$ cat src/hdl/dsm_pkg.sv
package dsm_pkg;

    localparam int STATE_COUNT_DEF   = 16;
    localparam int ALPHABET_SIZE_DEF = 256;

    localparam int STATE_W = 4;
    localparam int SYM_W   = 8;
    localparam int OP_W    = 2;
    localparam int CAUSE_W = 2;
    localparam int APB_W   = 32;
    localparam int PADDR_W = 3;

    // register index as decoded from paddr[2]
    localparam logic [0:0] REG_START_STATE = 1'b0;

    typedef enum logic [OP_W-1:0] {
        OP_EDGE_WR = 2'd0,
        OP_TERM_WR = 2'd1,
        OP_FEED    = 2'd2,
        OP_EMPTY_Q = 2'd3
    } t_op;

    typedef enum logic [CAUSE_W-1:0] {
        CAUSE_NONE     = 2'd0,
        CAUSE_NO_EDGE  = 2'd1,
        CAUSE_NOT_TERM = 2'd2
    } t_cause;

    typedef struct packed {
        logic ok;
        logic [STATE_W-1:0] dest;
    } t_edge;

    typedef struct packed {
        logic wr;
        logic rd;
    } t_tbl_ctl;

    // state index bits used to address the table
    function automatic int tbl_state_bits(int sc);
        return $clog2(sc < (1 << STATE_W) ? sc : (1 << STATE_W));
    endfunction

    function automatic logic state_ok(logic [STATE_W-1:0] s, int sc);
        return int'(s) < sc;
    endfunction

    function automatic logic sym_ok(logic [SYM_W-1:0] s, int as);
        return int'(s) < as;
    endfunction

endpackage

$ cat src/hdl/dsm_core.sv
module dsm_core
    import dsm_pkg::*;
#(
    parameter int STATE_COUNT   = STATE_COUNT_DEF,
    parameter int ALPHABET_SIZE = ALPHABET_SIZE_DEF,
    parameter int ADDR_W        = tbl_state_bits(STATE_COUNT_DEF) + $clog2(ALPHABET_SIZE_DEF)
) (
    input  logic               i_clk,
    input  logic               i_rst_n,
    // item channel
    input  logic               i_in_valid,
    output logic               o_in_stall,
    input  logic [OP_W-1:0]    i_op,
    input  logic [STATE_W-1:0] i_state_index,
    input  logic [SYM_W-1:0]   i_symbol,
    input  logic [STATE_W-1:0] i_next_state,
    input  logic               i_edge_valid,
    input  logic               i_terminal_flag,
    input  logic               i_last,
    // result channel
    output logic               o_out_valid,
    input  logic               i_out_stall,
    output logic               o_accepted,
    output logic [CAUSE_W-1:0] o_reject_cause,
    // start state register
    input  logic               i_cfg_wr,
    input  logic [STATE_W-1:0] i_cfg_start,
    output logic [STATE_W-1:0] o_start_state,
    // transition table
    input  logic               i_clr_busy,
    output t_tbl_ctl           o_tbl_ctl,
    output logic [ADDR_W-1:0]  o_tbl_addr,
    output t_edge              o_tbl_wdata,
    input  t_edge              i_tbl_rdata
);

    localparam int SW         = tbl_state_bits(STATE_COUNT);
    localparam int AW         = ADDR_W - SW;
    localparam int TBL_STATES = 1 << SW;

    t_op                r_s1_op;
    logic               r_s1_valid;
    logic [SYM_W-1:0]   r_s1_sym;
    logic               r_s1_last;

    logic [STATE_W-1:0] r_start;
    logic [STATE_W-1:0] r_cur;
    logic               r_dead;
    logic               r_term [TBL_STATES];

    logic               r_out_valid;
    logic               r_out_acc;
    t_cause             r_out_cause;

    t_op                in_op;
    logic               in_acc;
    logic               s1_has_res;
    logic               s1_move;
    logic [STATE_W-1:0] n_cur;
    logic               n_dead;
    logic               res_acc;
    t_cause             res_cause;
    logic               edge_wr;

    assign in_op = t_op'(i_op);

    assign s1_has_res = r_s1_valid &&
                        ((r_s1_op == OP_FEED && r_s1_last) || r_s1_op == OP_EMPTY_Q);
    // stage 1 holds only when it carries a result and the output register is blocked
    assign s1_move    = !s1_has_res || !r_out_valid || !i_out_stall;
    assign o_in_stall = i_clr_busy || !s1_move;
    assign in_acc     = i_in_valid && !o_in_stall;

    // stage 1: resolve the table read for a fed symbol, and the verdict for a last symbol or an empty query
    always_comb begin
        logic [STATE_W-1:0] walk;
        logic               walk_dead;
        logic               term;
        walk      = r_cur;
        walk_dead = r_dead;
        term      = 1'b0;
        n_cur     = r_cur;
        n_dead    = r_dead;
        res_acc   = 1'b0;
        res_cause = CAUSE_NONE;
        if (r_s1_valid) begin
            case (r_s1_op)
                OP_FEED: begin
                    if (!r_dead) begin
                        if (state_ok(r_cur, STATE_COUNT) && sym_ok(r_s1_sym, ALPHABET_SIZE)
                            && i_tbl_rdata.ok) begin
                            walk = i_tbl_rdata.dest;
                        end else begin
                            walk_dead = 1'b1;
                        end
                    end
                    n_cur  = walk;
                    n_dead = walk_dead;
                    if (r_s1_last) begin
                        term = state_ok(walk, STATE_COUNT) && r_term[walk[SW-1:0]];
                        if (walk_dead) begin
                            res_cause = CAUSE_NO_EDGE;
                        end else begin
                            res_acc   = term;
                            res_cause = term ? CAUSE_NONE : CAUSE_NOT_TERM;
                        end
                        n_cur  = r_start;
                        n_dead = 1'b0;
                    end
                end
                OP_EMPTY_Q: begin
                    term      = state_ok(r_start, STATE_COUNT) && r_term[r_start[SW-1:0]];
                    res_acc   = term;
                    res_cause = term ? CAUSE_NONE : CAUSE_NOT_TERM;
                end
                default: begin
                end
            endcase
        end
    end

    // table access at the accept edge; the read address follows the state left by stage 1
    assign edge_wr = in_acc && in_op == OP_EDGE_WR &&
                     state_ok(i_state_index, STATE_COUNT) &&
                     state_ok(i_next_state, STATE_COUNT) &&
                     sym_ok(i_symbol, ALPHABET_SIZE);

    assign o_tbl_ctl.wr = edge_wr;
    assign o_tbl_ctl.rd = in_acc && in_op == OP_FEED;
    assign o_tbl_addr   = (in_op == OP_EDGE_WR)
                        ? {i_state_index[SW-1:0], i_symbol[AW-1:0]}
                        : {n_cur[SW-1:0], i_symbol[AW-1:0]};
    assign o_tbl_wdata.ok   = i_edge_valid;
    assign o_tbl_wdata.dest = i_edge_valid ? i_next_state : '0;

    always_ff @(posedge i_clk) begin
        if (!i_rst_n) begin
            r_s1_valid <= 1'b0;
        end else if (s1_move) begin
            r_s1_valid <= in_acc;
        end
    end

    always_ff @(posedge i_clk) begin
        if (s1_move) begin
            r_s1_op   <= in_op;
            r_s1_sym  <= i_symbol;
            r_s1_last <= i_last;
        end
    end

    always_ff @(posedge i_clk) begin
        if (!i_rst_n) begin
            r_start <= '0;
            r_cur   <= '0;
            r_dead  <= 1'b0;
        end else if (i_cfg_wr) begin
            // a new start state aborts any string in progress
            r_start <= i_cfg_start;
            r_cur   <= i_cfg_start;
            r_dead  <= 1'b0;
        end else if (s1_move) begin
            r_cur   <= n_cur;
            r_dead  <= n_dead;
        end
    end

    always_ff @(posedge i_clk) begin
        if (!i_rst_n) begin
            for (int i = 0; i < TBL_STATES; i++) begin
                r_term[i] <= 1'b0;
            end
        end else if (in_acc && in_op == OP_TERM_WR && state_ok(i_state_index, STATE_COUNT)) begin
            r_term[i_state_index[SW-1:0]] <= i_terminal_flag;
        end
    end

    always_ff @(posedge i_clk) begin
        if (!i_rst_n) begin
            r_out_valid <= 1'b0;
        end else if (s1_move && s1_has_res) begin
            r_out_valid <= 1'b1;
        end else if (!i_out_stall) begin
            r_out_valid <= 1'b0;
        end
    end

    always_ff @(posedge i_clk) begin
        if (s1_move && s1_has_res) begin
            r_out_acc   <= res_acc;
            r_out_cause <= res_cause;
        end
    end

    assign o_out_valid    = r_out_valid;
    assign o_accepted     = r_out_acc;
    assign o_reject_cause = r_out_cause;
    assign o_start_state  = r_start;

endmodule

$ cat config.mk
export PLATFORM = sky130hd
export DESIGN_NAME = dsm_core
export DESIGN_NICKNAME = d
export VERILOG_FILES = /design/src/hdl/dsm_pkg.sv /design/src/hdl/dsm_core.sv
export SDC_FILE = /design/constraint.sdc
export NUM_CORES = 1
export LEC_CHECK = 0
export ABC_AREA = 1
export BUFFER_PORTS_ARGS = -buffer_cell sky130_fd_sc_hd__buf_2
export CORE_ASPECT_RATIO = 1.25
export CORE_MARGIN = 5
export CORE_UTILIZATION = 30
export CTS_BUF_LIST = sky130_fd_sc_hd__clkbuf_8
export CTS_CLUSTER_SIZE = 20
export DETAILED_ROUTE_END_ITERATION = 6
export PLACE_DENSITY = 0.56
export RECOVER_POWER = 50
export SLEW_MARGIN = 40
export SYNTH_ARGS = -nofsm -noshare
export SYNTH_HDL_FRONTEND = slang
export SYNTH_SLANG_ARGS = --single-unit
$ cat constraint.sdc
create_clock -name i_clk -period 1.8 [get_ports i_clk]
set_input_delay 0.36 -clock i_clk [delete_from_list [all_inputs] [get_ports i_clk]]
set_output_delay 0.36 -clock i_clk [all_outputs]
set_load 0.005 [all_outputs]
### Yosys cells after proc, flatten, opt, wreduce, memory -nomap -nowiden

Memory sizes are Yosys's and may differ from the RTL's. A register that Yosys moved wholly into a read port is not among the register bits.
Cells that the tools add are included.

* $add $sub $neg: 0
* multipliers: 0
* divide/modulo/power cells: 0
* order comparisons: 0
* equal/unequal tests: 5
* shift operators: 0
* mux-type cells: 35
* bitwise gates (word level): 1
* reduce and logical (&&, ||, !) cells: 21

Operators by type and width (number)
* 2-to-1 mux 4 bit: 13
* 2-to-1 mux 1 bit: 15
* 2-to-1 mux 12 bit: 1
* 2-to-1 mux 2 bit: 4
* logical AND 1 bit: 7
* equality test 2 bit (second input constant): 3
* logical NOT 1 bit: 5
* logical OR 1 bit: 4
* one-hot mux 2 bit (2 select lines): 1
* AND reduction 3 bit: 1
* equality test 2 x 1 -> 1 bit (second input constant): 1
* logical NOT 2 bit: 1
* != test 2 x 1 -> 1 bit (second input constant): 1
* one-hot mux 1 bit (2 select lines): 1
* nonzero test 2 bit: 1
* OR reduction 2 bit: 1
* inverter 1 bit: 1
* OR reduction 1 bit: 1

* bits in registers: 17
* bits in latches: 0
* bits in writable memories: 16
* bits in read-only memories: 0
* bits of input ports: 36
* output and inout bits: 28
* logic and storage cells: 72
* memories kept: 1

Memory list
* r_term: depth 16, bits a word 1, rd ports 2, clocked after memory_dff 1, write ports 16, line dsm_core.sv:49 `logic r_term [TBL_STATES];`

### Logic depth before layout (Yosys ltp)

Gate-level depths: netlist of run 1.

* word-level depth: 17
* depth in mapped cells: 11
* depth with buffers taken out: 11

### Worst setup path before layout of run 1

OpenSTA, ideal clock, no wires.

* path kind: register to register
* start: register r_s1_last
* end: memory r_term[12]
* setup time: 0.113 ns
* data arrival time: 1.541 ns
* data required time: 1.687 ns
* setup slack: 0.146 ns
* cell stages (with the launch flop): 9
* path buffers: 1
* clock period less this slack: 1.654 ns
* path through: edfxtp_1 buf_6 o211ai_4 nand3_4 or2_4 nor3_4 nand2_1 nand3_1 nand2_1

RTL lines
* from (decl): line dsm_core.sv:44 `logic r_s1_last;`
* from (signal assigned): line dsm_core.sv:148 `r_s1_last <= i_last;`
* to (decl): line dsm_core.sv:49

==> results.ini, run 1 <==
[run_status]
status=finished with violations
failed_checks=setup timing

[global_routing]
track_usage_pct=14.2
grt_first_pass_wirelength_um=10500
grt_antenna_before_repair=0
grt_pass1_vias=2187
grt_start_max_net_pins=24
grt_overflow=0

[die]
ios=64
die_h_um=106
die-area_um2=9140
core_um2=7270
die_w_um=86.5
start_util_pct=30.2
rows=35

[final_layout]
nets=433
seq_area_um2=803
multi_input_area_um2=1350
drive_above_1_share_pct=39.7
fill_cells=769
area_growth_pct=43.1
stdcell_area_um2=3140
antennaDiodeCount=0

[synthesis]
synth_top_cell_by_area=dfxtp_1
synthCells=320
syn_nets=356
synth.area.top_cells=dfxtp_1 (28%), nand3_1 (15%), nand2_1 (14%), edfxtp_1 (8.2%), inv_1 (7.5%)
synth_top_cell_area_share_pct=28.3
yosysWarnings=0
ys_seq_area_share_pct=36.5
synth_seq_cells=37
synthesis.area_um2=2200
avgSynthCellArea_um2=6.86
netlist-cell-type-count=27

[clock_network]
cts_buffer_depth=2
root_buffer=clkbuf_8
clk_pin_slew_ns=0.08
cts_buffers=5
holdBufCountCts=0
clk_latency_ns=0.30
clock_sinks=37
htree_levels=2
cts_tree=done

[power]
comb_power_share_pct=19.9
switching_share_pct=29.8
power-per-cell-area_nw_per_um2=585
clockPowerShare_pct=31.9
internal_power_w=0.00129
p_seq_share_pct=48.2
switching_power_w=0.000548
ir_drop_v=0.000508
power_leakage_nw=1.50

[drt]
routed_wl_um=6430
drt.antenna.violating_nets=0
drc=0
first_pass_iters=4
viasPerCell=4.78
wire_per_inst_um=13.1
drtIter0Drc=103
vias=2341

[timing]
slew_headroom_pct=47.2
drv_slew=0
setup_viol=15
clock.fmax_mhz=526
fin_crit_sh_pct=106
hold_viol=0
period_needed_ns=1.90
clock_skew_ns=0.00895
rsz0062_at_grt=true
layout_setup_ws_ns=-0.102
tightest_slew_ns=0.790

[placed_design]
dpl.hpwl_um=4650
port_buffers=47
placed_area_um2=2610
place_congestion=0.810
post-place-ws_ns=0.0116

[setup_path]
r2r_setup_slack_ns=-0.07
timing.rr.start=r_s1_op[0]
path_max_fanout=3
reg2reg_depth=8
cp.required_ns=1.44
arrival_ns=1.54
path_class=reg2out
critPathCaptureType=primary output
worst_setup_path_start_kind=flip-flop
rr_endpoint=r_term[7]

[worst_hold_path]
hp-class=in2reg
min_from=i_last
hold_depth=1
worst_hold_path.endpoint=r_s1_last

[flow_run]
cap_violations=0

## routing by layer
metal,track usage (%),share of wire [%],vias to the layer above
met1,18.0,43,1089
li1,-,-,1204
met4,4.45,1.3,0
met3,2.35,4.3,7
met2,24.1,51,41
met5,0,0,-
## layout make-up
type / count / share of cell area (%)
clock buffers: 5 / 2.19
multi-input cells: 220 / 43.0
clock inverters: 3 / 0.518
inverters: 44 / 5.33
flip-flops and latches: 37 / 25.6
repair buffers: 89 / 19.8
well taps: 92 / 3.66
## worst max path at each step
stage / startpoint / to / slack, ns / cells after the start
after detailed placement: r_s1_valid / o_tbl_addr[9] / 0.01 / 9
after global placement: i_tbl_rdata[4] / o_tbl_addr[10] / 0.01 / 10
after floorplan: r_s1_last / r_term[12] / 0.15 / 8
after global routing: r_s1_op[0] / r_term[4] / -0.19 / 8
final: r_s1_op[0] / o_tbl_ctl[0] / -0.10 / 6
after CTS: r_s1_op[0] / o_tbl_ctl[0] / -0.07 / 6
## metrics by stage
step / hold WS, ns / utilization, % / setup TNS [ns] / power (W) / std cells
after floorplan: 0.443 / - / 0 / 0.00107 / 320
after global placement: 0.453 / 35.9 / 0 / 0.00118 / 462
after detailed placement: 0.459 / 35.9 / 0 / 0.00119 / 462
after CTS: 0.229 / 39.8 / -0.372 / 0.00182 / 485
after global routing: 0.227 / 43.2 / -2.73 / 0.00193 / 490
final: 0.235 / 43.2 / -0.859 / 0.00184 / 490
## worst max-delay path, cell delays in order, from the launching register on
cell	delay, ns
edfxtp_1	0.43
buf_6	0.15
o211ai_4	0.21
nand3_4	0.10
buf_6	0.12
nor3_2	0.10
buf_2	0.14
## cell usage after synthesis
cell type and instances:
nand2_2 1, o211ai_4 1, buf_4 12, nor2_1 7
o21ai_0 20, o22ai_1 2, a31oi_1 1, clkbuf_2 1
nand3b_1 3, buf_1 1, a21oi_1 18, a22oi_1 1
nor3_4 4, nand3_4 1, nand3_1 67, dfxtp_1 31
inv_1 44, edfxtp_1 6, o211ai_1 4, buf_6 1
nand2_1 82, or2_4 1, o21ai_2 1, nand4_1 1
nor3_1 2, o21a_1 3, clkbuf_1 4
## layout by cell type (no fill, tap or decap), drive strengths merged, types with 2 or more instances in the layout
cell,n
nor2,7
inv,45
o22ai,2
nand3b,3
a21oi,18
clkbuf,9
clkinv,2
o21ai,21
dfxtp,31
buf,85
nand3,68
edfxtp,6
nand2,83
nor3,6
o21a,3
o211ai,5
## logic make-up after synthesis
kind of cell,Yosys count,share of synthesized area (%)
AOI/OAI and AO/OA,51,13.6
buffers and inverters,63,13.2
DFF,37,36.5
and+or+nand+nor,169,36.7
## what timing repair did
item                       CTS  global route
gates resized for setup     39            51
setup endpoints to repair    6            25
pin swaps                   12            22
cloned                       1             0
setup buffers               14             6
## power by group through the flow
stage | registers [W] | logic, W | clock network [W]
final | 0.000886 | 0.000366 | 0.000587
after global placement | 0.000902 | 0.000280 | 0
after detailed placement | 0.000903 | 0.000283 | 0
after global routing | 0.000890 | 0.000406 | 0.000635
after CTS | 0.000885 | 0.000329 | 0.000606
after floorplan | 0.000892 | 0.000177 | 0
No activity file was read; power rests on OpenSTA's default activity.
==> run 2, diff against run 1 <==
Settings changed: REMOVE_ABC_BUFFERS set to 1.
==> results.ini, run 2 (synthesized netlist as in run 1, its figures left out) <==
[timing]
fin_crit_sh_pct=104  ; -1.2 points
setup_viol=5  ; -10
period_needed_ns=1.88  ; -0.0219 ns
clock.fmax_mhz=532  ; +1.2%
hold_viol=0  ; unchanged
drv_slew=0  ; unchanged
rsz0062_at_grt=true
slew_headroom_pct=35.6  ; -12 points
layout_setup_ws_ns=-0.0806  ; +0.0219 ns
tightest_slew_ns=0.965  ; +0.176 ns
clock_skew_ns=0.00862  ; -0.000333 ns

[drt]
first_pass_iters=4  ; unchanged
viasPerCell=4.81  ; +0.71%
wire_per_inst_um=13.1  ; -0.24%
drt.antenna.violating_nets=0  ; unchanged
drc=0  ; unchanged
vias=2271  ; -3.0%
drtIter0Drc=130  ; +26%
routed_wl_um=6180  ; -3.9%

[final_layout]
drive_above_1_share_pct=28.7  ; -11 points
antennaDiodeCount=0  ; unchanged
final_util_pct=38.5  ; -4.8 points
final_cells=472  ; -3.7%
final_common_cell=nand2_1
final_cell_mix=nand2_1 (78), nand3_1 (63), buf_2 (42)
area_growth_pct=27.4
nets=415  ; -4.2%

[worst_hold_path]
min_from=i_last
hold_depth=1  ; unchanged
hp-class=in2reg
worst_hold_path.endpoint=r_s1_last

[die]
rows=35  ; unchanged
core_um2=7270  ; unchanged
die_h_um=106  ; unchanged
die_w_um=86.5  ; unchanged
ios=64  ; unchanged
start_util_pct=30.2  ; unchanged
die-area_um2=9140  ; unchanged

[clock_network]
clk_latency_ns=0.30  ; about the same
htree_levels=2  ; unchanged
clock_sinks=37  ; unchanged
cts_buffers=5  ; unchanged
cts_buffer_depth=2  ; unchanged
cts_tree=done
clk_pin_slew_ns=0.08  ; about the same
holdBufCountCts=0  ; unchanged
root_buffer=clkbuf_8

[setup_path]
r2r_setup_slack_ns=0  ; +0.07 ns
crit_chain=buf_6 > o211ai_4 > nand3_4 > buf_6 > nor3_4 > buf_2
cp_slowest_cell=edfxtp_1
rr_endpoint=r_term[5]
slowest_delay_ns=0.44  ; about the same
worst_setup_path_start_kind=flip-flop
path_max_fanout=3  ; unchanged
critPathCaptureType=primary output
path_class=reg2out
arrival_ns=1.52  ; -0.02 ns
reg2reg_depth=8  ; unchanged
cp_common_cell=buf_6
timing.rr.start=r_s1_op[0]
cp.required_ns=1.44  ; about the same

[global_routing]
grt_pass1_vias=2141  ; -2.1%
grt_first_pass_wirelength_um=9980  ; -4.8%
grt_antenna_before_repair=0  ; unchanged
grt_start_max_net_pins=24  ; unchanged
track_usage_pct=13.6  ; -0.53 points
grt_overflow=0  ; unchanged

[placed_design]
port_buffers=47  ; unchanged
dpl.hpwl_um=4750  ; +2.1%
place_congestion=0.888  ; +9.6%
dp.cells=458  ; -0.87%

[run_status]
failed_checks=setup timing
status=finished with violations

[power]
power-per-cell-area_nw_per_um2=650  ; +11%
power_leakage_nw=1.30  ; -13%
finalPower_w=0.00182  ; -1.2%
ir_drop_v=0.000489  ; -3.7%

[flow_run]
cap_violations=0  ; unchanged

run 2: repair_timing:
action	CTS	global route
setup buffers	6	0
hold endpoints to repair	0	0
pin swaps	8	13
resized for setup	31	15
cloned	1	0
setup endpoints to repair	6	25
run 2: power by group:
group	leakage (nW)	internal [W]	switching, W
logic	0.946	0.000135	0.000185
clock network	0.0447	0.000280	0.000333
registers	0.307	0.000861	0.0000227
total	1.30	0.00128	0.000541
run 2: worst max-delay path: cells and delay by family, from the launching register on:
family          cells  cell delay, ns
compound gates      1            0.19
buf+inv             3            0.41
flops               1            0.44
simple gates        2            0.20
run 2: worst max path at each step:
stage / from / end / slack [ns] / depth (start not counted)
global route: r_s1_op[0] / o_tbl_ctl[0] / -0.18 / 6
global placement: i_tbl_rdata[4] / o_tbl_addr[11] / 0.02 / 10
floorplan: r_s1_last / r_term[12] / 0.11 / 7
CTS: r_s1_op[0] / o_tbl_ctl[0] / -0.09 / 6
finish: r_s1_op[0] / o_tbl_ctl[0] / -0.08 / 6
detailed placement: i_tbl_rdata[4] / o_tbl_addr[11] / 0.03 / 10
run 2: cell type report:
class	instances	area, µm²
timing repair buffer	70	417
clock inverter	3	25.0
tap	92	115
multi-input combinational	221	1200
inverter	44	170
fill	790	4470
sequential	37	802
clock buffer	5	68.8
run 2: stage by stage:
| step | setup WS (ns) | setup TNS (ns) | hold WS, ns | instance area, µm² |
|---|---|---|---|---|
| floorplan | 0.106 | 0 | 0.443 | 2070 |
| global placement | 0.0177 | 0 | 0.456 | 2560 |
| detailed placement | 0.0307 | 0 | 0.458 | 2560 |
| CTS | -0.0851 | -0.292 | 0.231 | 2760 |
| global route | -0.185 | -3.08 | 0.229 | 2800 |
| finish | -0.0806 | -0.181 | 0.237 | 2800 |
run 2: layer usage:
metal | global-route usage [%] | share of wire [%]
met2 | 23.7 | 51
met4 | 6.46 | 3.5
met1 | 15.5 | 39
met5 | 0 | 0
met3 | 3.05 | 6.2
